==> config.mk <==
export PLATFORM = sky130hd
export DESIGN_NAME = number_to_speech_clip_sequencer_core
export DESIGN_NICKNAME = d
export VERILOG_FILES = /design/src/rtl/nsc_pkg.sv /design/src/rtl/number_to_speech_clip_sequencer_core.sv /design/src/rtl/nsc_bcd_conv.sv
export SDC_FILE = /design/constraint.sdc
export NUM_CORES = 1
export LEC_CHECK = 0
export ABC_AREA = 1
export BUFFER_PORTS_ARGS = -buffer_cell sky130_fd_sc_hd__buf_2
export CAP_MARGIN = 25
export CORE_UTILIZATION = 55
export CTS_BUF_LIST = sky130_fd_sc_hd__clkbuf_4
export CTS_CLUSTER_SIZE = 14
export DETAILED_ROUTE_END_ITERATION = 8
export GPL_TIMING_DRIVEN = 0
export PLACE_DENSITY = 0.74
export SKIP_LAST_GASP = 1
export SYNTH_ARGS = -nofsm -noshare
export SYNTH_HDL_FRONTEND = slang
export SYNTH_HIERARCHICAL = 1
export SYNTH_SLANG_ARGS = --single-unit
==> constraint.sdc <==
create_clock -name clk -period 7.3 [get_ports clk]
set_input_delay 0 -clock clk [delete_from_list [all_inputs] [get_ports clk]]
set_output_delay 0 -clock clk [all_outputs]
set_load 0.01 [all_outputs]
==> src/rtl/nsc_pkg.sv <==
// ----------------------------------------------------------------------------
// nsc_pkg
// Shared types and clip codes for the number-to-speech clip sequencer.
// ----------------------------------------------------------------------------
`default_nettype none

package nsc_pkg;

    localparam int unsigned EVENT_W   = 32;
    localparam int unsigned CLIP_W    = 5;
    localparam int unsigned OUT_TDATA_W = 8;
    localparam int unsigned NUM_GROUPS = 4;
    localparam int unsigned GRP_W     = 2;
    localparam int unsigned DIGITS_PER_GROUP = 3;

    localparam logic [CLIP_W-1:0] CLIP_TEN      = 5'd10;
    localparam logic [CLIP_W-1:0] CLIP_HUNDRED  = 5'd11;
    localparam logic [CLIP_W-1:0] CLIP_TENS     = 5'd12;
    localparam logic [CLIP_W-1:0] CLIP_MOT      = 5'd13;
    localparam logic [CLIP_W-1:0] CLIP_LAM      = 5'd14;
    localparam logic [CLIP_W-1:0] CLIP_GROUP0   = 5'd15;
    localparam logic [CLIP_W-1:0] CLIP_CURRENCY = 5'd18;
    localparam logic [CLIP_W-1:0] CLIP_STATUS0  = 5'd19;
    localparam logic [CLIP_W-1:0] CLIP_CHIME    = 5'd24;
    localparam logic [CLIP_W-1:0] CLIP_CREDITED = 5'd25;

    typedef logic [3:0] bcd_digit_t;
    typedef bcd_digit_t [DIGITS_PER_GROUP-1:0] bcd_group_t;
    typedef bcd_group_t [NUM_GROUPS-1:0] bcd_word_t;

    typedef enum logic [3:0] {
        ST_IDLE,
        ST_STATUS,
        ST_CONV,
        ST_CHIME,
        ST_CREDITED,
        ST_GRP_H,
        ST_HUNDRED,
        ST_GRP_T,
        ST_TENS_SUFFIX,
        ST_UNIT,
        ST_GROUP_WORD,
        ST_CURRENCY
    } seq_state_t;

endpackage

`default_nettype wire

==> src/rtl/number_to_speech_clip_sequencer_core.sv <==
// ----------------------------------------------------------------------------
// number_to_speech_clip_sequencer_core
// Turns one announcement event into the run of voice-clip codes to play.
// ----------------------------------------------------------------------------
// Status events: one clip, then ready again once that clip is loaded into the output register.
// Amounts: binary to BCD conversion in one iterative shift-and-adjust unit, then
// the group steps; each clip leaves the output register one per cycle when the
// sink is ready. One request is in work at a time.
// Reset clears the sequencer and output valid.
`default_nettype none

module number_to_speech_clip_sequencer_core #(
    parameter int unsigned EVENT_W = nsc_pkg::EVENT_W
) (
    input  wire logic                clk,
    input  wire logic                rst_n,
    input  wire logic                s_axis_tvalid,
    output logic                     s_axis_tready,
    input  wire logic [EVENT_W-1:0]  s_axis_tdata,   // [31:0] event_value
    output logic                     m_axis_tvalid,
    input  wire logic                m_axis_tready,
    output logic [nsc_pkg::OUT_TDATA_W-1:0] m_axis_tdata, // [4:0] clip_id, [7:5] zero
    output logic                     m_axis_tlast    // last_clip
);

    localparam int unsigned CW = nsc_pkg::CLIP_W;

    nsc_pkg::seq_state_t state_reg, state_next;
    logic [nsc_pkg::GRP_W-1:0] grp_reg, grp_next;
    logic [CW-1:0]   status_reg, status_next;
    logic            out_valid_reg, out_valid_next;
    logic [CW-1:0]   out_clip_reg, out_clip_next;
    logic            out_last_reg, out_last_next;

    logic            emit;
    logic [CW-1:0]   emit_clip;
    logic            emit_last;
    logic            out_load;
    logic            advance;

    logic            conv_start;
    logic            conv_done;
    nsc_pkg::bcd_word_t bcd;
    nsc_pkg::bcd_group_t cur;
    nsc_pkg::bcd_digit_t dig_h, dig_t, dig_u;
    logic            is_status;
    logic [2:0]      neg_low;
    logic            accept;

    nsc_bcd_conv #(
        .BIN_W (EVENT_W)
    ) u_conv (
        .clk   (clk),
        .rst_n (rst_n),
        .start (conv_start),
        .value (s_axis_tdata),
        .done  (conv_done),
        .bcd   (bcd)
    );

    assign cur   = bcd[grp_reg];
    assign dig_h = cur[2];
    assign dig_t = cur[1];
    assign dig_u = cur[0];

    assign s_axis_tready = (state_reg == nsc_pkg::ST_IDLE);
    assign accept        = s_axis_tvalid && s_axis_tready;
    assign is_status     = (s_axis_tdata == '0) || (&s_axis_tdata[EVENT_W-1:2]);
    assign neg_low       = 3'(~s_axis_tdata[2:0] + 3'd1);
    assign conv_start    = accept && !is_status;

    // Outputs of the sequencer: the clip of the current step, if any
    always_comb
    begin
        emit      = 1'b0;
        emit_clip = '0;
        emit_last = 1'b0;
        case (state_reg)
            nsc_pkg::ST_STATUS:
            begin
                emit      = 1'b1;
                emit_clip = status_reg;
                emit_last = 1'b1;
            end
            nsc_pkg::ST_CHIME:
            begin
                emit      = 1'b1;
                emit_clip = nsc_pkg::CLIP_CHIME;
            end
            nsc_pkg::ST_CREDITED:
            begin
                emit      = 1'b1;
                emit_clip = nsc_pkg::CLIP_CREDITED;
            end
            nsc_pkg::ST_GRP_H:
            begin
                emit      = (dig_h != '0);
                emit_clip = CW'(dig_h);
            end
            nsc_pkg::ST_HUNDRED:
            begin
                emit      = 1'b1;
                emit_clip = nsc_pkg::CLIP_HUNDRED;
            end
            nsc_pkg::ST_GRP_T:
            begin
                emit      = (dig_t != '0);
                emit_clip = (dig_t == 4'd1) ? nsc_pkg::CLIP_TEN : CW'(dig_t);
            end
            nsc_pkg::ST_TENS_SUFFIX:
            begin
                emit      = 1'b1;
                emit_clip = nsc_pkg::CLIP_TENS;
            end
            nsc_pkg::ST_UNIT:
            begin
                emit = (dig_u != '0);
                if (dig_u == 4'd1 && dig_t > 4'd1)
                begin
                    emit_clip = nsc_pkg::CLIP_MOT;
                end
                else if (dig_u == 4'd5 && dig_t != '0)
                begin
                    emit_clip = nsc_pkg::CLIP_LAM;
                end
                else
                begin
                    emit_clip = CW'(dig_u);
                end
            end
            nsc_pkg::ST_GROUP_WORD:
            begin
                emit      = (grp_reg != '0);
                emit_clip = nsc_pkg::CLIP_GROUP0 + CW'(grp_reg) - 1'b1;
            end
            nsc_pkg::ST_CURRENCY:
            begin
                emit      = 1'b1;
                emit_clip = nsc_pkg::CLIP_CURRENCY;
                emit_last = 1'b1;
            end
            default:
            begin
                emit = 1'b0;
            end
        endcase
    end

    assign out_load = emit && (!out_valid_reg || m_axis_tready);
    assign advance  = !emit || out_load;

    // Next state
    always_comb
    begin
        state_next  = state_reg;
        grp_next    = grp_reg;
        status_next = status_reg;
        case (state_reg)
            nsc_pkg::ST_IDLE:
            begin
                if (accept)
                begin
                    if (is_status)
                    begin
                        status_next = nsc_pkg::CLIP_STATUS0 + CW'(neg_low);
                        state_next  = nsc_pkg::ST_STATUS;
                    end
                    else
                    begin
                        state_next = nsc_pkg::ST_CONV;
                    end
                end
            end
            nsc_pkg::ST_STATUS:
            begin
                if (advance)
                begin
                    state_next = nsc_pkg::ST_IDLE;
                end
            end
            nsc_pkg::ST_CONV:
            begin
                if (conv_done)
                begin
                    grp_next   = nsc_pkg::GRP_W'(nsc_pkg::NUM_GROUPS - 1);
                    state_next = nsc_pkg::ST_CHIME;
                end
            end
            nsc_pkg::ST_CHIME:
            begin
                if (advance)
                begin
                    state_next = nsc_pkg::ST_CREDITED;
                end
            end
            nsc_pkg::ST_CREDITED:
            begin
                if (advance)
                begin
                    state_next = nsc_pkg::ST_GRP_H;
                end
            end
            nsc_pkg::ST_GRP_H:
            begin
                if (cur == '0)
                begin
                    if (grp_reg == '0)
                    begin
                        state_next = nsc_pkg::ST_CURRENCY;
                    end
                    else
                    begin
                        grp_next = grp_reg - 1'b1;
                    end
                end
                else if (advance)
                begin
                    state_next = emit ? nsc_pkg::ST_HUNDRED : nsc_pkg::ST_GRP_T;
                end
            end
            nsc_pkg::ST_HUNDRED:
            begin
                if (advance)
                begin
                    state_next = nsc_pkg::ST_GRP_T;
                end
            end
            nsc_pkg::ST_GRP_T:
            begin
                if (advance)
                begin
                    state_next = (dig_t > 4'd1) ? nsc_pkg::ST_TENS_SUFFIX : nsc_pkg::ST_UNIT;
                end
            end
            nsc_pkg::ST_TENS_SUFFIX:
            begin
                if (advance)
                begin
                    state_next = nsc_pkg::ST_UNIT;
                end
            end
            nsc_pkg::ST_UNIT:
            begin
                if (advance)
                begin
                    state_next = nsc_pkg::ST_GROUP_WORD;
                end
            end
            nsc_pkg::ST_GROUP_WORD:
            begin
                if (grp_reg == '0)
                begin
                    state_next = nsc_pkg::ST_CURRENCY;
                end
                else if (advance)
                begin
                    grp_next   = grp_reg - 1'b1;
                    state_next = nsc_pkg::ST_GRP_H;
                end
            end
            nsc_pkg::ST_CURRENCY:
            begin
                if (advance)
                begin
                    state_next = nsc_pkg::ST_IDLE;
                end
            end
            default:
            begin
                state_next = nsc_pkg::ST_IDLE;
            end
        endcase
    end

    // Output register: load a new clip or drop the taken one
    always_comb
    begin
        out_valid_next = out_valid_reg;
        out_clip_next  = out_clip_reg;
        out_last_next  = out_last_reg;
        if (out_load)
        begin
            out_valid_next = 1'b1;
            out_clip_next  = emit_clip;
            out_last_next  = emit_last;
        end
        else if (m_axis_tready)
        begin
            out_valid_next = 1'b0;
        end
    end

    always_ff @(posedge clk or negedge rst_n)
    begin
        if (!rst_n)
        begin
            state_reg     <= nsc_pkg::ST_IDLE;
            grp_reg       <= '0;
            out_valid_reg <= 1'b0;
        end
        else
        begin
            state_reg     <= state_next;
            grp_reg       <= grp_next;
            out_valid_reg <= out_valid_next;
        end
    end

    always_ff @(posedge clk)
    begin
        status_reg   <= status_next;
        out_clip_reg <= out_clip_next;
        out_last_reg <= out_last_next;
    end

    assign m_axis_tvalid = out_valid_reg;
    assign m_axis_tdata  = nsc_pkg::OUT_TDATA_W'(out_clip_reg);
    assign m_axis_tlast  = out_last_reg;

endmodule

`default_nettype wire

==> src/rtl/nsc_bcd_conv.sv <==
// ----------------------------------------------------------------------------
// nsc_bcd_conv
// Iterative binary to BCD converter: one shift-and-adjust step per cycle.
// ----------------------------------------------------------------------------
`default_nettype none

module nsc_bcd_conv #(
    parameter int unsigned BIN_W = nsc_pkg::EVENT_W
) (
    input  wire logic              clk,
    input  wire logic              rst_n,
    input  wire logic              start,
    input  wire logic [BIN_W-1:0]  value,
    output logic                   done,
    output nsc_pkg::bcd_word_t     bcd
);

    localparam int unsigned CNT_W = $clog2(BIN_W);
    localparam logic [CNT_W-1:0] CNT_LAST = CNT_W'(BIN_W - 1);
    localparam int unsigned NIB = nsc_pkg::NUM_GROUPS * nsc_pkg::DIGITS_PER_GROUP;

    logic [BIN_W-1:0]    bin_reg, bin_next;
    nsc_pkg::bcd_word_t  bcd_reg, bcd_next;
    logic [CNT_W-1:0]    cnt_reg, cnt_next;
    logic                busy_reg, busy_next;
    logic                done_reg, done_next;
    logic [4*NIB-1:0]    bcd_flat;
    logic [4*NIB-1:0]    adj;

    assign bcd_flat = bcd_reg;

    always_comb
    begin
        for (int i = 0; i < NIB; i++)
        begin
            adj[4*i +: 4] = (bcd_flat[4*i +: 4] >= 4'd5) ? bcd_flat[4*i +: 4] + 4'd3
                                                          : bcd_flat[4*i +: 4];
        end
    end

    always_comb
    begin
        bin_next  = bin_reg;
        bcd_next  = bcd_reg;
        cnt_next  = cnt_reg;
        busy_next = busy_reg;
        done_next = 1'b0;
        if (start)
        begin
            bin_next  = value;
            bcd_next  = '0;
            cnt_next  = '0;
            busy_next = 1'b1;
        end
        else if (busy_reg)
        begin
            bcd_next = {adj[4*NIB-2:0], bin_reg[BIN_W-1]};
            bin_next = {bin_reg[BIN_W-2:0], 1'b0};
            cnt_next = cnt_reg + 1'b1;
            if (cnt_reg == CNT_LAST)
            begin
                busy_next = 1'b0;
                done_next = 1'b1;
            end
        end
    end

    always_ff @(posedge clk or negedge rst_n)
    begin
        if (!rst_n)
        begin
            cnt_reg  <= '0;
            busy_reg <= 1'b0;
            done_reg <= 1'b0;
        end
        else
        begin
            cnt_reg  <= cnt_next;
            busy_reg <= busy_next;
            done_reg <= done_next;
        end
    end

    always_ff @(posedge clk)
    begin
        bin_reg <= bin_next;
        bcd_reg <= bcd_next;
    end

    assign done = done_reg;
    assign bcd  = bcd_reg;

endmodule

`default_nettype wire
Yosys cells after proc, flatten, opt, wreduce, memory -nomap -nowiden
Index checks and enable logic that the tools add are counted.
Word-level totals
  register bits after elaboration: 105
  bits in latches: 0
  memory bits (writable): 0
  bits in read-only memories: 0
  bits of input ports: 36
  output and inout port bits: 11
  memories kept: 0
Operators by class
  add/sub/neg operators: 18
  $mul: 0
  div/mod/pow operators: 0
  order comparisons: 14
  equality and inequality tests: 29
  shift operators: 0
  multiplexer cells: 55
  bitwise operators: 1
  reduce and logical (&&, ||, !) cells: 28
Operator list (count)
  $mux 4: 27
  $mux 32: 2
  $pmux 5 s10: 1
  $ge 4x3->1 const B: 12
  $add 4x2->4 const B: 11
  $pmux 4 s11: 1
  $logic_not 32->1: 1
  $reduce_and 30->1: 1
  $bmux 12 s2: 1
  $eq 4x3->1 const B: 5
  $ne 2x2->1 const B: 9
  $eq 4x4->1 const B: 4
  $eq 4x1->1 const B: 3
  $logic_not 12->1: 1
  $mux 12: 1
  $mux 2: 6
  $reduce_bool 4->1: 3
  $mux 1: 11
  $mux 5: 2
  $reduce_and 10->1: 1
  $eq 4x2->1 const B: 2
  $ne 2x1->1 const B: 3
  $ne 3x3->1 const B: 2
  $pmux 2 s3: 1
  other kinds (24): 34

Longest topological paths before layout
  depth in word-level cells: 9
  mapped depth: 16

Hierarchy
The synthesis kept the hierarchy.
By module, submodules not included
  nsc_bcd_conv: times used 1, cells an instance 591, area each 4528.1 sq um
  number_to_speech_clip_sequencer_core: times used 1, cells an instance 368, area each 2118.3 sq um

Worst setup path before layout
No wires, ideal clock.
  kind: reg2reg
  start: reg state_reg[1]
  end: reg u_conv.bin_reg[0], enable pin
  arrival time: 2125 ps
  setup slack: 4787 ps
  cell stages (with the launch flop): 10
  buffers on the path: 2
  cells stage by stage: dfrtp_1 > inv_1 > nand2_1 > nor2_1 > nand3_1 > nor2_1 > buf_6 > nor2_4 > buf_6 > inv_1
On the way
  longest elaborated chain between the ends: 4
RTL lines
  from (decl): RTL line number_to_speech_clip_sequencer_core.sv:28  | nsc_pkg::seq_state_t state_reg, state_next;
  from (signal assigned): RTL line number_to_speech_clip_sequencer_core.sv:297  | state_reg <= nsc_pkg::ST_IDLE;
  from (signal assigned): RTL line number_to_speech_clip_sequencer_core.sv:303  | state_reg <= state_next;
  $logic_not 4->1: RTL line number_to_speech_clip_sequencer_core.sv:66  | assign s_axis_tready = (state_reg == nsc_pkg::ST_IDLE);
  named net s_axis_tready: RTL line number_to_speech_clip_sequencer_core.sv:18  | output logic s_axis_tready,
  $logic_and 1x1->1: RTL line number_to_speech_clip_sequencer_core.sv:67  | assign accept = s_axis_tvalid && s_axis_tready;
  $logic_and 1x1->1: RTL line number_to_speech_clip_sequencer_core.sv:70  | assign conv_start = accept && !is_status;
  named net conv_start: RTL line number_to_speech_clip_sequencer_core.sv:41  | logic conv_start;
  $reduce_bool 2->1 (no line)
  to (signal assigned): RTL line nsc_bcd_conv.sv:86  | bin_reg <= bin_next;
  to (decl): RTL line nsc_bcd_conv.sv:22  | logic [BIN_W-1:0] bin_reg, bin_next;
The timed path passes the listed nets, and every way through them passes these cells.
A chain may end at the register's enable or synchronous reset.

Worst setup path in the final report
  start: reg state_reg[2]
  end: reg u_conv.bin_reg[14], enable pin
On the way
  longest elaborated chain between the ends: 4
RTL lines (RTL line)
  $logic_not 4->1: number_to_speech_clip_sequencer_core.sv:66
  $logic_and 1x1->1: number_to_speech_clip_sequencer_core.sv:67
  $logic_and 1x1->1: number_to_speech_clip_sequencer_core.sv:70
  named net conv_start: number_to_speech_clip_sequencer_core.sv:41
  $reduce_bool 2->1 (no line)
The timed path passes the listed nets, and every way through them passes these cells.

==> summary.txt <==
Synth Register Bits: 104
min-delay worst type: in -> reg
Largest register FFs: 48
HPWL Detailed: 11.8 mm
gr busiest metal: met2
CTS tree: yes
synth unique cells: 42
most frequent cells in the layout: nand2_1 (373), nand3_1 (105), inv_1 (99)
period utilization: 0.347
Initial Utilization: 0.572
critical path class: reg -> reg
Worst Hold Depth: 3
Hold EP: m_axis_tvalid
clk slew on worst S/H paths: 0.15 ns
RSZ-0062 raised after global routing: false
ANT nets after route: 0
Core Area: 0.0116 sq mm
# clock sinks: 104
Critical Path AT: 2.75 ns
final hold vios: 0
Layout area overhead: 13.7%
Hold Path Origin: m_axis_tready
commonest non-fill, non-tap cell in the layout: nand2_1
CP Capture Type: flop
Die Y-Extent: 112 microns
Port Buf Inserts: 43
Fillers: 1062
total wire length: 16.7 mm
post-CTS resize count: 0
setup violators final: 0
antenna diode count: 0
Starting DRT DRC Count: 686
Async SR Flop Fraction: 0.135
WP data required: 7.52 ns
DIE WIDTH: 112 microns
pwr dens: 412 mW/mm^2
Gate power share: 0.548
Root Buffer: clkbuf_4
met1 Use GR: 0.394
max cap viols: 0
Psw: 1.50 mW
met2 usage: 0.451
fin cells: 1200
failing checks: design-rule violations
Reg power frac: 0.360
worst skew pair latency: 0.51 ns
leak pwr: 3.89 nW
Least-Margin Pin Slew: 0.701 ns
worst-case hold slack: 0.243 ns
max_slew headroom: 0.531
register area share after synthesis: 0.387
antenna violations before repair: 0
met3 usage: 0.0566
status: finished, violations left
fmax: 394 MHz
Setup TNS: 0 ns
Cells after Synth: 959
I/O pin count: 47
final worst path period need: 2.54 ns
Int Pwr: 1.61 mW
Syn Area/Cell: 6.93 sq um
Mapped Area: 0.00665 sq mm
Die Area: 0.0125 sq mm
Reg2Reg Depth: 10
1st-pass router iterations: 8
Yosys warnings: 6
via/cell ratio: 5.30
post-DR wirelength/cell: 14.0 microns
GRT Util Overall: 0.287
layout cells sized above 1: 0.117
placed cells: 1148
CTS Buf Count: 9
Critical Path Source Type: flop
DRC Markers: 2
RD Place Congestion: 0.944
number of global-route vias before repair: 5897
r2r setup slk: 4.76 ns
largest net degree at the start of global routing: 27
Rows: 39
total gr overflow: 0
clock share of power: 0.092
largest buffer count on any clock path: 2
r2r endpoint: u_conv/bin_reg[14]
wire length of the first global-routing pass: 28.3 mm
Post-synth top flop: dfxtp_1
Critical R2R Launch: state_reg[2]
Pins Over Slew Limit: 0
Worst Skew: 0.0320 ns
nets: 1116
Peak supply drop: 0.000202 V
vias: 6360
Sw Share: 0.482
H-tree Lvls: 3
CP Max Fanout: 26
Post-synth EDFFs: 42
per-layer routing:
metal | up-vias | share of wire
met1 | 2823 | 0.46
met5 | - | 0
met2 | 234 | 0.44
li1 | 3264 | -
met3 | 39 | 0.071
met4 | 0 | 0.021
cell type report:
cell class | instances | area, sq um | area share
clock buffer | 9 | 67.6 | 0.00894
tap | 143 | 179 | 0.0237
clock inverter | 7 | 55.1 | 0.00728
multi-input combinational | 716 | 3390 | 0.448
sequential | 104 | 2570 | 0.340
inverter | 108 | 412 | 0.0545
timing repair buffer | 80 | 603 | 0.0798
buffer | 33 | 280 | 0.0371
what timing repair did:
| item | in CTS | in global routing |
|---|---|---|
| hold buffers | 36 | 0 |
| endpoints found under the hold margin | 59 | 0 |
| setup buffers | 0 | 0 |
power groups by stage:
stage / sequential [mW] / clock, mW / combinational, mW
3_5_place_dp: 1.13 / 0 / 1.67
3_3_place_gp: 1.13 / 0 / 1.63
5_1_grt: 1.15 / 0.314 / 1.95
2_1_floorplan: 1.07 / 0 / 1.30
4_1_cts: 1.11 / 0.295 / 1.69
6_report: 1.12 / 0.285 / 1.71
how the worst max path moves through the flow:
| stage | from | endpoint | slack, ns | depth (start not counted) |
|---|---|---|---|---|
| 3_3_place_gp | state_reg[2] | u_conv/bin_reg[12] | 4.36 | 9 |
| 2_1_floorplan | state_reg[1] | u_conv/bin_reg[0] | 4.79 | 9 |
| 6_report | state_reg[2] | u_conv/bin_reg[14] | 4.76 | 10 |
| 4_1_cts | state_reg[2] | u_conv/bin_reg[14] | 4.77 | 10 |
| 3_5_place_dp | state_reg[2] | u_conv/bin_reg[2] | 4.79 | 10 |
| 5_1_grt | state_reg[1] | u_conv/bin_reg[14] | 4.55 | 10 |
worst max-delay path: stages (launching register included):
cell and delay [ns]:
dfrtp_1 0.48, inv_2 0.12, nand2_1 0.12, nor2_1 0.32, nand3_1 0.16, nor2_1 0.14, buf_6 0.19, nor2_4 0.04
buf_6 0.14, inv_1 0.31, buf_16 0.23
kinds of logic after synthesis:
| logic type | count (synthesis) | synth area share |
|---|---|---|
| buffers and inverters | 141 | 0.104 |
| DFF | 104 | 0.387 |
| adders and majority gates | 28 | 0.0527 |
| and+or+nand+nor | 609 | 0.394 |
| AOI/OAI and AO/OA | 76 | 0.0616 |
| other | 1 | 0.000564 |
per-stage QoR:
stage | power [mW] | util | area (sq um) | setup WS, ns
after CTS | 3.10 | 0.651 | 7560 | 4.77
after global routing | 3.42 | 0.651 | 7560 | 4.55
after global placement | 2.76 | 0.607 | 7050 | 4.36
after detailed placement | 2.80 | 0.609 | 7080 | 4.79
after floorplan | 2.38 | - | 6650 | 4.79
final | 3.11 | 0.651 | 7560 | 4.76
cell usage after synthesis, drive strengths merged (2+ instances only):
library cell,count,area share
nor4,3,0.0028
clkbuf,2,0.0013
nand4,23,0.022
dfrtp,14,0.053
a22o,2,0.0026
nor3,4,0.0030
dfxtp,48,0.14
ha,28,0.053
buf,31,0.041
o21ai,45,0.034
nand2,382,0.22
nor2,85,0.057
inv,107,0.061
edfxtp,42,0.19
a21oi,21,0.016
o22ai,2,0.0019
nand3,108,0.085
No activity file was read; power rests on OpenSTA's default activity.
